**config.mk**
```make
export PLATFORM = sky130hd
export DESIGN_NAME = tcp_option_rewriter
export DESIGN_NICKNAME = d
export VERILOG_FILES = /design/src/hw/rtl/tcpor_pkg.sv /design/src/hw/rtl/tcpor_parser.sv /design/src/hw/rtl/tcp_option_rewriter.sv
export VERILOG_INCLUDE_DIRS = /design/src /design/src/hw/rtl
export SDC_FILE = /design/constraint.sdc
export NUM_CORES = 1
export LEC_CHECK = 0
export BUFFER_PORTS_ARGS = -buffer_cell sky130_fd_sc_hd__buf_2
export CORE_MARGIN = 2
export CORE_UTILIZATION = 50
export DETAILED_ROUTE_END_ITERATION = 7
export MAX_ROUTING_LAYER = met4
export PLACE_DENSITY_LB_ADDON = 0.08
export SYNTH_ARGS = -nofsm -noshare
export SYNTH_HDL_FRONTEND = slang
export SYNTH_SLANG_ARGS = --single-unit
```
**constraint.sdc**
```tcl
create_clock -name clock -period 9.09 [get_ports clock]
set_input_delay 0.909 -clock clock [delete_from_list [all_inputs] [get_ports clock]]
set_output_delay 0.909 -clock clock [all_outputs]
set_load 0.01 [all_outputs]
```
**src/hw/rtl/tcp_option_rewriter_macros.svh**
```systemverilog
// Assertion macros shared by the TCP option rewriter RTL.
// No dependencies; included by the modules that carry assertions.
`ifndef TCP_OPTION_REWRITER_MACROS_SVH
`define TCP_OPTION_REWRITER_MACROS_SVH
`ifndef NO_ASSERTIONS
`define TOR_ASSERT(lbl, clk, rst, prop, msg) \
   lbl: assert property (@(posedge clk) disable iff (rst) (prop)) else $error(msg);
`define TOR_ASSERT_NEVER(lbl, clk, rst, cond, msg) \
   lbl: assert property (@(posedge clk) disable iff (rst) !(cond)) else $error(msg);
`else
`define TOR_ASSERT(lbl, clk, rst, prop, msg)
`define TOR_ASSERT_NEVER(lbl, clk, rst, cond, msg)
`endif
`endif

```
**src/hw/rtl/tcpor_pkg.sv**
```systemverilog
// Types and constants for the TCP option rewriter.
// No dependencies; imported by tcpor_parser, tcp_option_rewriter and the bench.
package tcpor_pkg;

   localparam logic [7:0] KIND_EOL       = 8'd0;
   localparam logic [7:0] KIND_NOP       = 8'd1;
   localparam logic [7:0] KIND_MSS       = 8'd2;
   localparam logic [7:0] KIND_WSCALE    = 8'd3;
   localparam logic [7:0] KIND_SACK_PERM = 8'd4;

   localparam logic [7:0] LEN_MIN       = 8'd2;
   localparam logic [7:0] LEN_MSS       = 8'd4;
   localparam logic [7:0] LEN_WSCALE    = 8'd3;
   localparam logic [7:0] LEN_SACK_PERM = 8'd2;

   localparam logic [15:0] SACK_OLD_EVEN = 16'h0402;
   localparam logic [15:0] SACK_OLD_ODD  = 16'h0204;
   localparam logic [15:0] SACK_NEW      = 16'h0101;

   typedef struct packed {
      logic [7:0]  opt_byte;
      logic        first_byte;
      logic        last_byte;
      logic [15:0] checksum_in;
   } req_type;

   typedef struct packed {
      logic [7:0]  out_byte;
      logic        out_last;
      logic        mss_seen;
      logic [15:0] mss_value;
      logic        wscale_seen;
      logic [7:0]  wscale_shift;
      logic        sack_removed;
      logic [15:0] checksum_out;
   } rsp_type;

   // Beats produced by one accepted input beat, packed from slot 0.
   typedef struct packed {
      logic [1:0] count;
      rsp_type    slot0;
      rsp_type    slot1;
   } push_type;

endpackage

```
**src/hw/rtl/tcpor_parser.sv**
```systemverilog
// Option parser: parse state, one-byte hold, SACK-permitted rewrite, MSS and window-scale capture, checksum update.
// Depends on tcpor_pkg and tcp_option_rewriter_macros.svh.
`include "tcp_option_rewriter_macros.svh"
module tcpor_parser
   import tcpor_pkg::*;
(
   input  logic     clock,
   input  logic     reset,
   input  logic     fire,
   input  req_type  req,
   input  logic     extract_enable,
   output push_type push
);

   typedef enum logic [1:0] {PH_KIND, PH_LEN, PH_BODY, PH_STOP} phase_type;

   phase_type   phase_ff, phase_in;
   logic [7:0]  kind_ff, kind_in;
   logic [7:0]  left_ff, left_in;
   logic [7:0]  held_ff, held_in;
   logic        held_valid_ff, held_valid_in;
   logic        odd_ff, odd_in;
   logic        kodd_ff, kodd_in;
   logic [7:0]  accum_ff, accum_in;
   logic        mss_found_ff, mss_found_in;
   logic [15:0] mss_keep_ff, mss_keep_in;
   logic        ws_found_ff, ws_found_in;
   logic [7:0]  ws_keep_ff, ws_keep_in;
   logic        sack_ff, sack_in;
   logic [15:0] csum_ff, csum_in;

   logic [7:0]  cur;
   logic [7:0]  held_out;
   logic [7:0]  b;
   rsp_type     held_item;
   rsp_type     last_item;

   function automatic logic [15:0] csum_adjust(input logic [15:0] sum, input logic odd);
      logic [17:0] s;
      logic [16:0] f;
      logic [15:0] oldv;
      oldv = odd ? SACK_OLD_ODD : SACK_OLD_EVEN;
      s = {2'b00, ~sum} + {2'b00, ~oldv} + {2'b00, SACK_NEW};
      f = {1'b0, s[15:0]} + {15'd0, s[17:16]};
      return ~(f[15:0] + {15'd0, f[16]});
   endfunction

   always_comb begin
      phase_in      = phase_ff;
      kind_in       = kind_ff;
      left_in       = left_ff;
      held_in       = held_ff;
      held_valid_in = held_valid_ff;
      odd_in        = odd_ff;
      kodd_in       = kodd_ff;
      accum_in      = accum_ff;
      mss_found_in  = mss_found_ff;
      mss_keep_in   = mss_keep_ff;
      ws_found_in   = ws_found_ff;
      ws_keep_in    = ws_keep_ff;
      sack_in       = sack_ff;
      csum_in       = csum_ff;
      b             = req.opt_byte;
      cur           = b;
      held_out      = held_ff;

      if (req.first_byte) begin
         phase_in     = PH_KIND;
         odd_in       = 1'b0;
         mss_found_in = 1'b0;
         mss_keep_in  = '0;
         ws_found_in  = 1'b0;
         ws_keep_in   = '0;
         sack_in      = 1'b0;
         csum_in      = req.checksum_in;
      end

      case (phase_in)
         PH_KIND: begin
            if (b == KIND_EOL) begin
               phase_in = PH_STOP;
            end else if (b != KIND_NOP) begin
               kind_in  = b;
               kodd_in  = odd_in;
               phase_in = PH_LEN;
            end
         end
         PH_LEN: begin
            if (b < LEN_MIN) begin
               phase_in = PH_STOP;
            end else if (kind_in == KIND_SACK_PERM && b == LEN_SACK_PERM) begin
               held_out = KIND_NOP;
               cur      = KIND_NOP;
               csum_in  = csum_adjust(csum_in, kodd_in);
               sack_in  = 1'b1;
               phase_in = PH_KIND;
            end else if (b == LEN_MIN) begin
               phase_in = PH_KIND;
            end else begin
               if ((kind_in == KIND_MSS && b != LEN_MSS) ||
                   (kind_in == KIND_WSCALE && b != LEN_WSCALE)) begin
                  kind_in = KIND_EOL;
               end
               left_in  = b - LEN_MIN;
               phase_in = PH_BODY;
            end
         end
         PH_BODY: begin
            if (kind_in == KIND_MSS) begin
               if (left_in == 8'd2) begin
                  accum_in = b;
               end else if (left_in == 8'd1 && extract_enable) begin
                  mss_keep_in  = {accum_in, b};
                  mss_found_in = 1'b1;
               end
            end else if (kind_in == KIND_WSCALE && left_in == 8'd1 && extract_enable) begin
               ws_keep_in  = b;
               ws_found_in = 1'b1;
            end
            left_in = left_in - 8'd1;
            if (left_in == 8'd0) begin
               phase_in = PH_KIND;
            end
         end
         default: begin
         end
      endcase
      odd_in = ~odd_in;

      held_item          = '0;
      held_item.out_byte = held_out;

      last_item              = '0;
      last_item.out_byte     = cur;
      last_item.out_last     = 1'b1;
      last_item.mss_seen     = mss_found_in;
      last_item.mss_value    = mss_keep_in;
      last_item.wscale_seen  = ws_found_in;
      last_item.wscale_shift = ws_keep_in;
      last_item.sack_removed = sack_in;
      last_item.checksum_out = csum_in;

      push.count = {1'b0, held_valid_ff} + {1'b0, req.last_byte};
      push.slot0 = held_valid_ff ? held_item : last_item;
      push.slot1 = last_item;

      if (req.last_byte) begin
         phase_in      = PH_STOP;
         held_valid_in = 1'b0;
      end else begin
         held_in       = cur;
         held_valid_in = 1'b1;
      end
   end

   always_ff @(posedge clock) begin
      if (reset) begin
         phase_ff      <= PH_KIND;
         kind_ff       <= '0;
         left_ff       <= '0;
         held_ff       <= '0;
         held_valid_ff <= 1'b0;
         odd_ff        <= 1'b0;
         kodd_ff       <= 1'b0;
         accum_ff      <= '0;
         mss_found_ff  <= 1'b0;
         mss_keep_ff   <= '0;
         ws_found_ff   <= 1'b0;
         ws_keep_ff    <= '0;
         sack_ff       <= 1'b0;
         csum_ff       <= '0;
      end else if (fire) begin
         phase_ff      <= phase_in;
         kind_ff       <= kind_in;
         left_ff       <= left_in;
         held_ff       <= held_in;
         held_valid_ff <= held_valid_in;
         odd_ff        <= odd_in;
         kodd_ff       <= kodd_in;
         accum_ff      <= accum_in;
         mss_found_ff  <= mss_found_in;
         mss_keep_ff   <= mss_keep_in;
         ws_found_ff   <= ws_found_in;
         ws_keep_ff    <= ws_keep_in;
         sack_ff       <= sack_in;
         csum_ff       <= csum_in;
      end
   end

   `TOR_ASSERT(a_last_drops_hold, clock, reset, fire && req.last_byte |=> !held_valid_ff, "hold left after last byte")
   `TOR_ASSERT(a_byte_held, clock, reset, fire && !req.last_byte |=> held_valid_ff, "byte not held")
   `TOR_ASSERT(a_stop_after_last, clock, reset, fire && req.last_byte |=> phase_ff == PH_STOP, "parse not stopped after last byte")

endmodule

```
**src/hw/rtl/tcp_option_rewriter.sv**
```systemverilog
// TCP option rewriter top level: one option byte per cycle while req_ready is high, results after one byte of lag.
// A held beat enters the result queue when the byte that follows it is accepted; the final
// byte of an area enters it, behind any held beat, when it is itself accepted.
// Throughput: one input beat per cycle while the four-entry result queue holds at most two beats.
// Reset: synchronous active high; clears parse state and queue, extract_enable returns to 1.
// Depends on tcpor_pkg, tcpor_parser and tcp_option_rewriter_macros.svh.
`include "tcp_option_rewriter_macros.svh"
module tcp_option_rewriter
   import tcpor_pkg::*;
(
   input  logic    clock,
   input  logic    reset,
   input  logic    req_valid,
   output logic    req_ready,
   input  req_type req_data,
   output logic    rsp_valid,
   input  logic    rsp_ready,
   output rsp_type rsp_data,
   input  logic    csr_wr_en,
   input  logic    csr_wr_data
);

   localparam int DEPTH = 4;
   localparam int PW    = $clog2(DEPTH);
   localparam int CW    = $clog2(DEPTH + 1);

   rsp_type        queue_ff [DEPTH];
   logic [PW-1:0]  wr_ptr_ff, wr_ptr_in;
   logic [PW-1:0]  rd_ptr_ff, rd_ptr_in;
   logic [CW-1:0]  count_ff, count_in;
   logic           extract_ff;
   logic           fire;
   logic           pop;
   logic [PW-1:0]  wr_ptr_next;
   push_type       push;

   assign req_ready   = count_ff <= CW'(DEPTH - 2);
   assign fire        = req_valid && req_ready;
   assign rsp_valid   = count_ff != '0;
   assign pop         = rsp_valid && rsp_ready;
   assign rsp_data    = queue_ff[rd_ptr_ff];
   assign wr_ptr_next = wr_ptr_ff + PW'(1);

   tcpor_parser u_parser (
      .clock          (clock),
      .reset          (reset),
      .fire           (fire),
      .req            (req_data),
      .extract_enable (extract_ff),
      .push           (push)
   );

   always_comb begin
      wr_ptr_in = wr_ptr_ff;
      count_in  = count_ff;
      rd_ptr_in = rd_ptr_ff;
      if (fire) begin
         wr_ptr_in = wr_ptr_ff + PW'(push.count);
         count_in  = count_ff + CW'(push.count);
      end
      if (pop) begin
         rd_ptr_in = rd_ptr_ff + PW'(1);
         count_in  = count_in - CW'(1);
      end
   end

   always_ff @(posedge clock) begin
      if (reset) begin
         wr_ptr_ff  <= '0;
         rd_ptr_ff  <= '0;
         count_ff   <= '0;
         extract_ff <= 1'b1;
      end else begin
         wr_ptr_ff <= wr_ptr_in;
         rd_ptr_ff <= rd_ptr_in;
         count_ff  <= count_in;
         if (csr_wr_en) begin
            extract_ff <= csr_wr_data;
         end
      end
   end

   always_ff @(posedge clock) begin
      if (fire && push.count != 2'd0) begin
         queue_ff[wr_ptr_ff] <= push.slot0;
      end
      if (fire && push.count == 2'd2) begin
         queue_ff[wr_ptr_next] <= push.slot1;
      end
   end

   `TOR_ASSERT_NEVER(a_queue_overflow, clock, reset, count_ff > CW'(DEPTH), "result queue overflow")
   `TOR_ASSERT(a_count_push, clock, reset, fire && !pop |=> count_ff == $past(count_ff) + CW'($past(push.count)), "queue count lost a push")
   `TOR_ASSERT(a_count_pop, clock, reset, !fire && pop |=> count_ff == $past(count_ff) - CW'(1), "queue count lost a pop")

endmodule

```
* Word level (Yosys, flattened, before mapping) *
Memories as Yosys holds them, arrays and structs flattened. A register that Yosys moved wholly into a read port is not among the register bits.
Index checks and enable logic that the tools add are counted.

word-level totals
  flip-flop bits (word level) = 88
  bits in writable memories = 208
  input bits = 32
  memories = 1

cells by class
  add/sub/neg operators = 12
  order comparisons = 2
  equal/unequal tests = 18
  multiplexer cells = 64
  bitwise logic cells = 6
  reduce and logical (&&, ||, !) cells = 23

memories
  memory    words  bits a word  read ports  clocked after memory_dff  wr ports  RTL line                   text
  queue_ff  4      52           1           1                         2         tcp_option_rewriter.sv:27  rsp_type queue_ff [DEPTH];

operator list
  kind                                                                          count
  8-bit 2-to-1 mux                                                              19
  16-bit 2-to-1 mux                                                             9
  52-bit 2-to-1 mux                                                             1
  16-bit inverter                                                               3
  8-bit by 2-bit equality test with 1-bit output, second input constant         4
  8-bit one-hot mux with 2 select lines                                         2
  2-bit 2-to-1 mux                                                              10
  1-bit 2-to-1 mux                                                              19
  18-bit by 9-bit adder with 18-bit output, second input constant               1
  16-bit by 16-bit adder with 17-bit output                                     1
  16-bit by 2-bit adder with 17-bit output                                      1
  16-bit by 1-bit adder with 16-bit output                                      1
  8-bit logical NOT                                                             2
  11-bit 2-to-1 mux                                                             1
  1-bit logical AND                                                             10
  8-bit by 1-bit equality test with 1-bit output, second input constant         1
  8-bit by 3-bit equality test with 1-bit output, second input constant         1
  8-bit by 2-bit less-than comparator with 1-bit output, second input constant  1
  2-bit != test, second input constant                                          4
  8-bit by 1-bit != test with 1-bit output, second input constant               1
  8-bit by 2-bit != test with 1-bit output, second input constant               1
  8-bit by 3-bit != test with 1-bit output, second input constant               1
  4-bit AND reduction                                                           2
  8-bit AND reduction                                                           1
  other kinds (20)                                                              28

* Logic depth before layout (Yosys ltp) *
Gate-level depths: netlist of run 1.

  depth in word-level cells = 11
  gate-level depth with buffers = 34
  mapped depth without buffers = 30

* Modules after synthesis *
From an unflattened synthesis of run 1, not the netlist that was laid out.

second synthesis, totals
  cells, all modules = 1420
  area total of the unflattened synthesis = 17280.3 µm²

by module, submodules not included
  module               times used  cells each  area an instance (µm²)  seq. area each (µm²)
  tcp_option_rewriter  1           579         11093.1                 6446.2
  tcpor_parser         1           841         6187.2                  1601.5

* Least setup slack after synthesis of run 1 *
OpenSTA, ideal clock, no wires.

  kind = input to register
  start = input req_data[17] (netlist name)
  end = memory queue_ff[0][14] (netlist name) (data pin)
  setup time = 0.267 ns
  arrival time = 7.338 ns
  data required time = 8.823 ns
  path slack = 1.484 ns
  stages = 31
  cells stage by stage = buf_6 buf_6 buf_6 clkbuf_1 mux2i_1 ha_1 a21oi_2 o211ai_1 o21ai_0 nand3_1 or3_1 or4_1 nor2_1 xor2_1 ha_1 fa_1 nor3b_1 nand2_1 or4_4 nor2_1 nand2_1 nor2_1 ha_1 ha_1 nand2_1 nor3_1 nand3_1 nor4_2 nand3b_1 mux2i_2 nor3_1

RTL lines
  what                RTL line                   text
  start: declaration  tcp_option_rewriter.sv:15  input req_type req_data,
  end: declaration    tcp_option_rewriter.sv:27

==> qor.log, run 1 <==
[power_and_ir_drop] power density relative to cell area 257 nW/um2
[synth] top_reg_cell synth edfxtp_1
[floorplanning] number of cell rows 63
[detailed_routing] total length of routed wires 40900 um
[timing] tightest slew margin relative to the limit 28.2%
[grt] pin count of the biggest net entering global routing 72
[detailed_routing] count of vias placed by the detailed router 11400
[timing] clock skew 0.0262 ns
[critical_path] signal arrival time at the worst endpoint 7.85 ns
[critical_path] worst-path maximum fanout 7
[clock_tree] Bufs on Longest Clock Path 3
[detailed_routing] uppermost metal layer occupied by signal nets met4
[floorplanning] vertical die dimension 178 um
[placed_design] global placer's final weighted congestion 0.931
[grt] number of global-route vias before repair 11000
[critical_path] critical path's slowest cell or4_1
[grt] overall track demand over capacity in global routing 26.8%
[detailed_routing] routed metal-1 wirelength 19200 um
[timing] shortest period the worst path allows 7.61 ns
[job] max capacitance violation total 0
[critical_path] Critical Path Sink Type flip-flop
[timing] final setup violating endpoints 0
[synth] Synth Cell Area 15200 um2
[power_and_ir_drop] largest vdd supply drop 179 uV
[synth] most area-hungry cell type in the Yosys netlist edfxtp_1
[timing] total count of max-transition violations in the final report 0
[synth] ys async rst share 0%
[critical_path] kind of critical path in2reg
[timing] share of the clock period used by the worst path after layout 83.7%
[detailed_routing] mean number of vias per cell 5.97
[grt] total congestion overflow 0
[clock_tree] root buf cell clkbuf_16
[power_and_ir_drop] Internal Dissipation 2.92 mW
[clock_tree] Clock Pin Slew Worst Setup and Hold Paths 0.06 ns
[synth] total of flip-flops plus latches after synthesis 298
[critical_path] delay of the slowest critical-path stage 0.55 ns
[synth] Post-synth EDFFs 204
[synth] sequential area share after synthesis 52.7%
[detailed_routing] routed wl met3 2530 um
[critical_path] kind of cell with the highest combined delay on the critical path simple AND/OR/NAND/NOR gates
[timing] hold violation count in the final report 0
[detailed_routing] DRC violation count after routing 0
[clock_tree] CTS tree yes
[placed_design] Port Buf Inserts 85
[timing] post-route worst hold slack 0.447 ns
[placed_design] half-perimeter wire length of the detailed placement result 26200 um
[floorplanning] width of the die 178 um
[power_and_ir_drop] NetSw 1.46 mW
[detailed_routing] Detailed Route Iter0 Violations 1130
[clock_tree] Post CTS Setup Buffer Count 0
[power_and_ir_drop] switching portion of total power 33.3%
[floorplanning] die area 31800 um2
[power_and_ir_drop] Power Total 4.37 mW
[timing] unrepaired setup endpoints after global routing no
[final_layout] ANT cells 0
[synth] net count of the mapped netlist 1485
[critical_path] Startpoint Class primary input
[power_and_ir_drop] Leakage Power 6.03 nW
[critical_path] CP bufs+invs 1
[clock_tree] number of CTS-inserted buffers 34
[clock_tree] clock insertion delay at the later pin of the skew report 0.52 ns
[grt] global-route wire length before repair 63300 um
[final_layout] layout cell share with drive strength beyond 1 16.7%
[timing] Sum Neg Setup Slack 0 ns
[grt] initial antenna violation count 0
[synth] largest cells by area after synthesis edfxtp_1 40%, dfxtp_1 12%, mux4_2 7.7%
[final_layout] Area growth, synth to finish 12.1%
[detailed_routing] iteration count of the initial detailed-routing pass 5
[synth] number of distinct library cells after synthesis 81
[synth] most numerous cell types in the synthesized netlist 302 x nor2_1, 204 x edfxtp_1, 128 x nand2_1, 94 x a21oi_1, 94 x dfxtp_1
[final_layout] Total Nets Final 1541
[outcome] result of the run finished, final reports clean
[synth] most frequent cell after synthesis nor2_1
[clock_tree] number of gates resized after CTS 0
[timing] transition time at the pin with the least slew margin 1.07 ns
[worst_hold_path] worst hold path class reg2reg
[detailed_routing] number of antenna-violating nets in the routed design 0
[timing] achievable clock frequency 131 MHz
[floorplanning] area of the placeable core 29800 um2
[clock_tree] hold buffers post-CTS 0
[clock_tree] CTS H-Tree Depth 2
[synth] Avg Cell Area, Syn 10.6 um2
[power_and_ir_drop] clock group share of total power 29.7%
[clock_tree] TritonCTS sink count 298
[synth] count of mapped cells out of synthesis 1432
[critical_path] required time reported for the critical path endpoint 9.33 ns
[floorplanning] number of placed I/O pins 86
[floorplanning] starting utilization of the core area 51.0%
[synth] post-synth top area share 40.3%
[synth] total number of yosys warnings 0
[detailed_routing] met2 wire length 18600 um
[power_and_ir_drop] fraction of power consumed by combinational cells 30.3%
[detailed_routing] average routed wire per standard cell 21.5 um
[final_layout] Util after Layout 57.1%
[power_and_ir_drop] part of the power in registers 40.0%
[metrics by stage]
step	instances	worst slack, ns	cell area, um2
2_1_floorplan	1432	1.48	15200
3_3_place_gp	1842	1.32	16000
3_5_place_dp	1842	1.09	16000
4_1_cts	1903	1.62	17000
5_1_grt	1903	0.926	17000
6_report	1903	1.48	17000
[power by group through the flow]
stage	Sequential [mW]	Clock [mW]	Combinational, mW
finish	1.75	1.30	1.32
global route	1.77	1.37	1.45
CTS	1.75	1.32	1.33
detailed placement	1.78	0	1.33
global placement	1.77	0	1.32
floorplan	1.71	0	0.968
[cell type report]
cell class                      count  area (um2)
Tap cell                          390         488
Inverter                           24        90.1
Clock inverter                     10        95.1
Sequential cell                   298        8010
Fill cell                        2591       12800
Clock buffer                       51         975
Timing Repair Buffer              106         586
Multi-Input combinational cell   1024        6780
[placed cells by master (no fill, tap or decap), types with 20 or more instances in the layout]
cell type,synthesis,routed
buf_4,1,22
inv_1,23,23
nor2_1,302,302
a211oi_1,41,41
nand2_1,128,122
mux2i_1,20,20
mux4_2,52,52
clkbuf_16,0,34
nand3_1,25,24
a21oi_1,94,94
edfxtp_1,204,204
dfxtp_1,94,92
xnor2_1,39,39
nor3_1,34,33
o21ai_0,62,62
nor3b_1,28,28
buf_2,0,84
[cell families after synthesis]
logic type | Yosys count | share of synthesized area (%)
mux | 83 | 10.0
buf+inv | 110 | 2.89
flops | 298 | 52.7
simple gates | 593 | 17.7
fa+ha+maj | 21 | 1.88
xor+xnor | 54 | 3.44
compound gates | 273 | 11.4
[routing by layer]
| layer | vias up | global-route usage (%) |
|---|---|---|
| met5 | - | - |
| met4 | 0 | 5.08 |
| met3 | 47 | 3.24 |
| li1 | 5341 | - |
| met1 | 5615 | 39.7 |
| met2 | 357 | 40.0 |
[path summary, 6_finish.rpt]
kind	depth (start not counted)	start	slack, ns	end
worst max-delay path	28	req_data[17]	1.48	queue_ff[2][8]$_DFFE_PP_
worst min-delay path	2	queue_ff[1][43]$_SDFFE_PP1P_	0.45	queue_ff[1][43]$_SDFFE_PP1P_
worst max register to register	27	u_parser.kodd_ff$_SDFFE_PP0P_	1.59	queue_ff[2][8]$_DFFE_PP_
worst min register to register	2	queue_ff[1][43]$_SDFFE_PP1P_	0.45	queue_ff[1][43]$_SDFFE_PP1P_
[worst min-delay path, stage by stage, from the launching register on]
cell     delay, ns
dfxtp_1       0.30
nand2_1       0.05
nand2_1       0.05
[state kept, by name, summed over array words and instances, names as in the netlist, 2 cells and up, named ones only]
register	cells
u_parser.accum_ff	8
u_parser.ws_keep_ff	8
u_parser.kind_ff	8
u_parser.left_ff	8
u_parser.phase_ff	2
queue_ff	208
u_parser.csum_ff	16
u_parser.mss_keep_ff	16
u_parser.held_ff	8
wr_ptr_ff	2
rd_ptr_ff	2
count_ff	3
Note: power is estimated with default switching activity, not from simulation.
==> run 2: changes to the inputs <==
- clock period: 9.09 -> 6.2 ns (I/O delays scaled with it)
==> qor.log, run 2 (synthesis gave the netlist of run 1 again) <==
[power_and_ir_drop] NetSw 2.14 mW [+47%]
[clock_tree] root buf cell clkbuf_16
[power_and_ir_drop] clock group share of total power 29.3% [-0.4 points]
[placed_design] half-perimeter wire length of the detailed placement result 26400 um [+0.89%]
[outcome] result of the run finished, final reports clean
[critical_path] beginning of the worst register-to-register path u_parser.csum_ff[2]$_SDFFE_PP0P_
[critical_path] path depth of the worst reg2reg path 26 [-3.7%]
[worst_hold_path] worst hold path class in2reg
[clock_tree] Clock Pin Slew Worst Setup and Hold Paths 0.06 ns [about the same]
[clock_tree] hold buffers post-CTS 0 [unchanged]
[final_layout] ANT cells 0 [unchanged]
[critical_path] required time reported for the critical path endpoint 6.60 ns [-2.73 ns]
[final_layout] largest registers in the final layout queue_ff: 208 flops, u_parser.csum_ff: 16 flops, u_parser.mss_keep_ff: 16 flops
[timing] achievable clock frequency 164 MHz
[placed_design] placed instance count 1911 [+3.7%]
[detailed_routing] DRC violation count after routing 0 [unchanged]
[timing] total count of max-transition violations in the final report 0 [unchanged]
[critical_path] Startpoint Class flip-flop
[detailed_routing] iteration count of the initial detailed-routing pass 5 [unchanged]
[floorplanning] area of the placeable core 29800 um2 [unchanged]
[critical_path] kind of critical path reg2reg
[detailed_routing] average routed wire per standard cell 20.8 um [-3.4%]
[timing] tightest slew margin relative to the limit 26.4% [-1.8 points]
[critical_path] endpoint of the worst-slack reg-to-reg timing path queue_ff[1][15]$_DFFE_PP_
[clock_tree] number of CTS-inserted buffers 31 [-8.8%]
[floorplanning] starting utilization of the core area 51.0% [unchanged]
[critical_path] worst-path maximum fanout 5 [-2]
[clock_tree] Bufs on Longest Clock Path 3 [unchanged]
[power_and_ir_drop] fraction of power consumed by combinational cells 31.2% [+0.9 points]
[floorplanning] width of the die 178 um [unchanged]
[clock_tree] CTS tree yes
[detailed_routing] total length of routed wires 41000 um [+0.35%]
[power_and_ir_drop] power density relative to cell area 367 nW/um2 [+43%]
[detailed_routing] Detailed Route Iter0 Violations 980 [-13%]
[clock_tree] CTS H-Tree Depth 1 [-1]
[final_layout] Area growth, synth to finish 18.0%
[grt] pin count of the biggest net entering global routing 77 [+6.9%]
[detailed_routing] mean number of vias per cell 5.81 [-2.6%]
[power_and_ir_drop] largest vdd supply drop 235 uV [+31%]
[detailed_routing] count of vias placed by the detailed router 11500 [+1.2%]
[floorplanning] number of cell rows 63 [unchanged]
[grt] initial antenna violation count 0 [unchanged]
[detailed_routing] met2 wire length 20500 um [+11%]
[timing] hold violation count in the final report 0 [unchanged]
[grt] global-route wire length before repair 63900 um [+1.0%]
[worst_hold_path] Hold Path Depth 2 [unchanged]
[final_layout] number of fill cells in the layout 2547 [-1.7%]
[final_layout] most common library cell in the layout ignoring fill and taps nor2_1
[timing] final setup violating endpoints 0 [unchanged]
[final_layout] Total Nets Final 1616 [+4.9%]
[grt] overall track demand over capacity in global routing 26.9% [+0.18 points]
[detailed_routing] routed wl met3 1610 um [-36%]
[placed_design] Port Buf Inserts 85 [unchanged]
[detailed_routing] uppermost metal layer occupied by signal nets met4
[final_layout] register containing the most flip-flops in the final layout queue_ff
[detailed_routing] routed metal-1 wirelength 18100 um [-5.9%]
[timing] transition time at the pin with the least slew margin 1.10 ns [+0.0272 ns]
[worst_hold_path] hold wc startpoint csr_wr_data
[final_layout] max reg flops 208 [unchanged]
[final_layout] layout cell share with drive strength beyond 1 24.2% [+7.5 points]
[grt] number of global-route vias before repair 11300 [+2.8%]
[final_layout] highest-count cells in the layout ignoring fill and taps 299 x nor2_1, 204 x edfxtp_1, 118 x nand2_1, 98 x buf_4, 92 x a21oi_1
[worst_hold_path] worst hold path endpoint extract_ff$_SDFFE_PP1P_
[clock_tree] clock insertion delay at the later pin of the skew report 0.56 ns [+0.04 ns]
[floorplanning] vertical die dimension 178 um [unchanged]
[placed_design] global placer's final weighted congestion 0.917 [-1.4%]
[power_and_ir_drop] Leakage Power 6.44 nW [+6.8%]
[floorplanning] die area 31800 um2 [unchanged]
[timing] share of the clock period used by the worst path after layout 98.1%
[power_and_ir_drop] part of the power in registers 39.4% [-0.6 points]
[clock_tree] TritonCTS sink count 298 [unchanged]
[critical_path] critical path's slowest cell or4_4
[critical_path] delay of the slowest critical-path stage 0.52 ns [-0.03 ns]
[power_and_ir_drop] switching portion of total power 32.6% [-0.76 points]
[timing] min setup slack post-route 0.119 ns [-1.36 ns]
[grt] total congestion overflow 0 [unchanged]
[timing] clock skew 0.0191 ns [-0.00704 ns]
[placed_design] worst setup slack before clock tree synthesis -0.382 ns [-1.47 ns]
[floorplanning] number of placed I/O pins 86 [unchanged]
[detailed_routing] number of antenna-violating nets in the routed design 0 [unchanged]
[timing] shortest period the worst path allows 6.08 ns
[critical_path] Critical Path Sink Type flip-flop
[power_and_ir_drop] Internal Dissipation 4.43 mW [+52%]
[critical_path] signal arrival time at the worst endpoint 6.48 ns [-1.37 ns]
[job] max capacitance violation total 0 [unchanged]
[critical_path] r2r setup slk 0.12 ns [-1.47 ns]
[timing] unrepaired setup endpoints after global routing yes
[final_layout] final non-filler cell total 1977 [+3.9%]
[run 2: repair_timing]
item,in CTS,in global routing
resized for setup,0,32
endpoints found under the setup margin,0,31
setup buffers,0,9
[run 2: layout make-up]
cell class | count | area [um2] | area share, %
clock buffers | 40 | 870 | 4.85
clock inverters | 17 | 196 | 1.10
inverters | 24 | 92.6 | 0.516
multi-input cells | 1024 | 7090 | 39.5
flip-flops and latches | 298 | 8020 | 44.7
well taps | 390 | 488 | 2.72
repair buffers | 184 | 1180 | 6.57
[run 2: critical path: cells and delay by family, from the launching register on]
family	cells	cell delay, ns
AO/OA/AOI/OAI	3	0.99
XOR/XNOR	1	0.17
adder cells (fa/ha/maj)	4	0.96
flip-flops	1	0.38
multiplexers	1	0.08
AND/OR/NAND/NOR	17	3.34
[run 2: power groups by stage]
stage	combinational [mW]	sequential, mW	clock (mW)
3_3_place_gp	2.01	2.63	0
6_report	2.05	2.59	1.93
3_5_place_dp	2.02	2.64	0
5_1_grt	2.25	2.63	2.03
4_1_cts	2.03	2.60	1.95
2_1_floorplan	1.45	2.51	0
[run 2: per-stage QoR]
stage               hold slack [ns]  cell area [um2]  util, %  setup TNS, ns  power, mW
CTS                           0.269            17700     59.5              0       6.57
finish                        0.282            17900     60.2              0       6.57
global route                  0.276            17900     60.2          -1.11       6.91
floorplan                     0.418            15400        -         -12.21       3.96
detailed placement            0.435            16700     55.9          -9.99       4.66
global placement              0.428            16700     55.9          -4.51       4.63
[run 2: routing by layer]
metal,global-route usage (%),vias to the layer above
met3,2.17,58
met1,36.0,5684
met2,45.0,255
met4,6.23,0
li1,-,5496
met5,-,-
[run 2: worst max path at each step]
stage                                           startpoint                                 to  slack [ns]
after floorplan                               req_data[17]          queue_ff[0][14]$_DFFE_PP_       -0.50
after global routing      u_parser.csum_ff[2]$_SDFFE_PP0P_          queue_ff[1][15]$_DFFE_PP_       -0.14
after CTS                 u_parser.csum_ff[0]$_SDFFE_PP0P_  u_parser.csum_ff[14]$_SDFFE_PP0P_        0.06
after detailed placement                      req_data[17]  u_parser.csum_ff[14]$_SDFFE_PP0P_       -0.38
final                     u_parser.csum_ff[2]$_SDFFE_PP0P_          queue_ff[1][15]$_DFFE_PP_        0.12
after global placement                        req_data[17]          queue_ff[3][14]$_DFFE_PP_       -0.26
==> run 3: changes to the inputs <==
- BUFFER_PORTS_ARGS: -buffer_cell sky130_fd_sc_hd__buf_2 -> not set
- DONT_BUFFER_PORTS: not set -> 1
- PLACE_DENSITY_LB_ADDON: 0.08 -> 0.2
==> qor.log, run 3 (synthesis gave the netlist of run 1 again) <==
[critical_path] r2r setup slk 0.30 ns [+0.18 ns]
[critical_path] CP bufs+invs 1 [+1]
[clock_tree] Bufs on Longest Clock Path 3 [unchanged]
[timing] tightest slew margin relative to the limit 23.6% [-2.8 points]
[placed_design] area post-placement 16000 um2 [-3.8%]
[final_layout] register containing the most flip-flops in the final layout queue_ff
[detailed_routing] count of vias placed by the detailed router 11200 [-2.7%]
[detailed_routing] mean number of vias per cell 6.00 [+3.2%]
[critical_path] worst-path maximum fanout 5 [unchanged]
[floorplanning] number of placed I/O pins 86 [unchanged]
[power_and_ir_drop] fraction of power consumed by combinational cells 29.5% [-1.7 points]
[power_and_ir_drop] power density relative to cell area 362 nW/um2 [-1.1%]
[clock_tree] CTS tree yes
[timing] final setup violating endpoints 0 [unchanged]
[grt] initial antenna violation count 2 [+2]
[floorplanning] number of cell rows 63 [unchanged]
[timing] shortest period the worst path allows 5.90 ns [-0.184 ns]
[power_and_ir_drop] largest vdd supply drop 213 uV [-9.1%]
[detailed_routing] average routed wire per standard cell 21.1 um [+1.8%]
[critical_path] Startpoint Class flip-flop
[power_and_ir_drop] part of the power in registers 41.3% [+1.9 points]
[critical_path] kind of cell with the highest combined delay on the critical path simple AND/OR/NAND/NOR gates
[timing] transition time at the pin with the least slew margin 1.14 ns [+0.0398 ns]
[critical_path] critical path's slowest cell or4_4
[grt] global-route wire length before repair 62500 um [-2.3%]
[critical_path] Critical Path Sink Type flip-flop
[job] max capacitance violation total 0 [unchanged]
[power_and_ir_drop] Internal Dissipation 4.15 mW [-6.3%]
[final_layout] Layout Cell Area excl Fill 17100 um2 [-4.8%]
[floorplanning] area of the placeable core 29800 um2 [unchanged]
[final_layout] most common library cell in the layout ignoring fill and taps nor2_1
[timing] share of the clock period used by the worst path after layout 95.1% [-3.0 points]
[final_layout] Total Nets Final 1499 [-7.2%]
[timing] clock skew 0.0199 ns [+0.000794 ns]
[detailed_routing] total length of routed wires 39400 um [-4.1%]
[grt] number of global-route vias before repair 11100 [-2.1%]
[critical_path] cell repeated most along the worst path nand2_1
[timing] unrepaired setup endpoints after global routing no
[timing] hold violation count in the final report 0 [unchanged]
[clock_tree] CTS H-Tree Depth 1 [unchanged]
[placed_design] worst setup slack before clock tree synthesis -0.173 ns [+0.209 ns]
[placed_design] global placer's final weighted congestion 0.893 [-2.7%]
[timing] achievable clock frequency 170 MHz [+3.1%]
[critical_path] kind of critical path reg2reg
[clock_tree] hold buffers post-CTS 0 [unchanged]
[detailed_routing] number of antenna-violating nets in the routed design 0 [unchanged]
[critical_path] required time reported for the critical path endpoint 6.59 ns [about the same]
[final_layout] Util after Layout 57.3% [-2.9 points]
[timing] min setup slack post-route 0.303 ns [+0.184 ns]
[outcome] result of the run finished, final reports clean
[clock_tree] TritonCTS sink count 298 [unchanged]
[floorplanning] die area 31800 um2 [unchanged]
[clock_tree] clock insertion delay at the later pin of the skew report 0.56 ns [about the same]
[detailed_routing] iteration count of the initial detailed-routing pass 5 [unchanged]
[final_layout] highest-count cells in the layout ignoring fill and taps 300 x nor2_1, 204 x edfxtp_1, 120 x nand2_1, 92 x a21oi_1, 91 x dfxtp_1
[power_and_ir_drop] NetSw 2.03 mW [-5.0%]
[floorplanning] vertical die dimension 178 um [unchanged]
[clock_tree] root buf cell clkbuf_16
[timing] total count of max-transition violations in the final report 0 [unchanged]
[placed_design] half-perimeter wire length of the detailed placement result 26000 um [-1.6%]
[floorplanning] width of the die 178 um [unchanged]
[power_and_ir_drop] Leakage Power 5.90 nW [-8.4%]
[grt] pin count of the biggest net entering global routing 92 [+19%]
[critical_path] signal arrival time at the worst endpoint 6.28 ns [-0.20 ns]
[final_layout] number of fill cells in the layout 2516 [-1.2%]
[detailed_routing] Detailed Route Iter0 Violations 1030 [+5.1%]
[detailed_routing] DRC violation count after routing 0 [unchanged]
[final_layout] max reg flops 208 [unchanged]
[grt] overall track demand over capacity in global routing 26.0% [-0.89 points]
[floorplanning] starting utilization of the core area 51.0% [unchanged]
[grt] total congestion overflow 0 [unchanged]
[placed_design] Port Buf Inserts 0 [-100%]
[final_layout] area of the multi-input gates 6980 um2 [-1.5%]
[power_and_ir_drop] switching portion of total power 32.9% [+0.31 points]
[final_layout] area used by sequential logic in the layout 8010 um2 [about the same]
[worst_hold_path] worst hold path class in2reg
[critical_path] delay of the slowest critical-path stage 0.51 ns [about the same]
[power_and_ir_drop] Power Total 6.19 mW [-5.9%]
[clock_tree] Clock Pin Slew Worst Setup and Hold Paths 0.06 ns [about the same]
[final_layout] largest registers in the final layout queue_ff: 208 flops, u_parser.csum_ff: 16 flops, u_parser.mss_keep_ff: 16 flops
[timing] post-route worst hold slack 0.137 ns [-0.145 ns]
[final_layout] Area growth, synth to finish 12.4%
[power_and_ir_drop] clock group share of total power 29.2% [about the same]
[final_layout] layout cell share with drive strength beyond 1 16.5% [-7.7 points]
[clock_tree] number of CTS-inserted buffers 31 [unchanged]
-- run 3: cell count changes in the layout (fill, tap and decap cells not counted), moves of 4 or more --
| cell | change |
|---|---|
| clkbuf_8 | -5 |
| clkinv_1 | +6 |
| buf_4 | -31 |
| nand2_4 | -4 |
| buf_2 | -84 |
-- run 3: timing repair --
action | 4_1_cts | 5_1_grt
buffers inserted | 0 | 1
endpoints found under the setup margin | 0 | 19
resized for setup | 0 | 8
-- run 3: final timing paths --
| kind | from | endpoint | cells past startpoint |
|---|---|---|---|
| hold reg to reg | queue_ff[0][43]$_SDFFE_PP1P_ | queue_ff[0][43]$_SDFFE_PP1P_ | 2 |
| setup / recovery | u_parser.kodd_ff$_SDFFE_PP0P_ | queue_ff[3][15]$_DFFE_PP_ | 26 |
| hold / removal | reset | u_parser.csum_ff[1]$_SDFFE_PP0P_ | 1 |
| setup reg to reg | u_parser.kodd_ff$_SDFFE_PP0P_ | queue_ff[3][15]$_DFFE_PP_ | 26 |
-- run 3: area by class of cell --
type | count | share of cell area, %
clock buffer | 38 | 4.88
tap | 390 | 2.86
sequential | 298 | 46.9
timing repair buffer | 67 | 2.95
inverter | 24 | 0.528
antenna | 2 | 0.0293
clock inverter | 20 | 0.945
multi-input combinational | 1024 | 40.9
-- run 3: power by group through the flow --
stage,combinational [mW],sequential [mW],clock (mW)
final,1.83,2.56,1.80
after global routing,2.00,2.59,1.91
after CTS,1.83,2.56,1.83
after detailed placement,1.83,2.60,0
after global placement,1.81,2.59,0
after floorplan,1.45,2.51,0
-- run 3: per-layer routing --
layer | global-route usage, % | vias up | part of all wire (%)
met5 | - | - | 0
met4 | 6.13 | 0 | 2.2
met3 | 3.99 | 56 | 6.5
met2 | 42.9 | 354 | 49
met1 | 34.1 | 5501 | 43
li1 | - | 5270 | -
-- run 3: per-stage QoR --
stage	std cells	TNS, ns
global route	1863	0
finish	1863	0
detailed placement	1802	-1.25
CTS	1860	0
floorplan	1432	-12.21
global placement	1802	-0.159
-- run 3: worst register-to-register path, stage by stage, from the launching register on --
cell and delay (ns):
dfxtp_2 0.35, buf_4 0.16, ha_1 0.32, nand2_1 0.08
o211ai_1 0.35, or3_4 0.20, nand3_1 0.09, or3_4 0.39
or4_4 0.51, nor2_2 0.11, xor2_1 0.16, ha_2 0.21
fa_2 0.19, nor3b_2 0.17, nand2_1 0.09, or4_4 0.45
nor2_4 0.10, nand2_1 0.06, nor2_1 0.11, ha_2 0.21
and3_1 0.17, nand4_1 0.14, nor3b_2 0.19, nand4bb_1 0.19
o311a_1 0.34, a21o_1 0.22, nor3_1 0.20
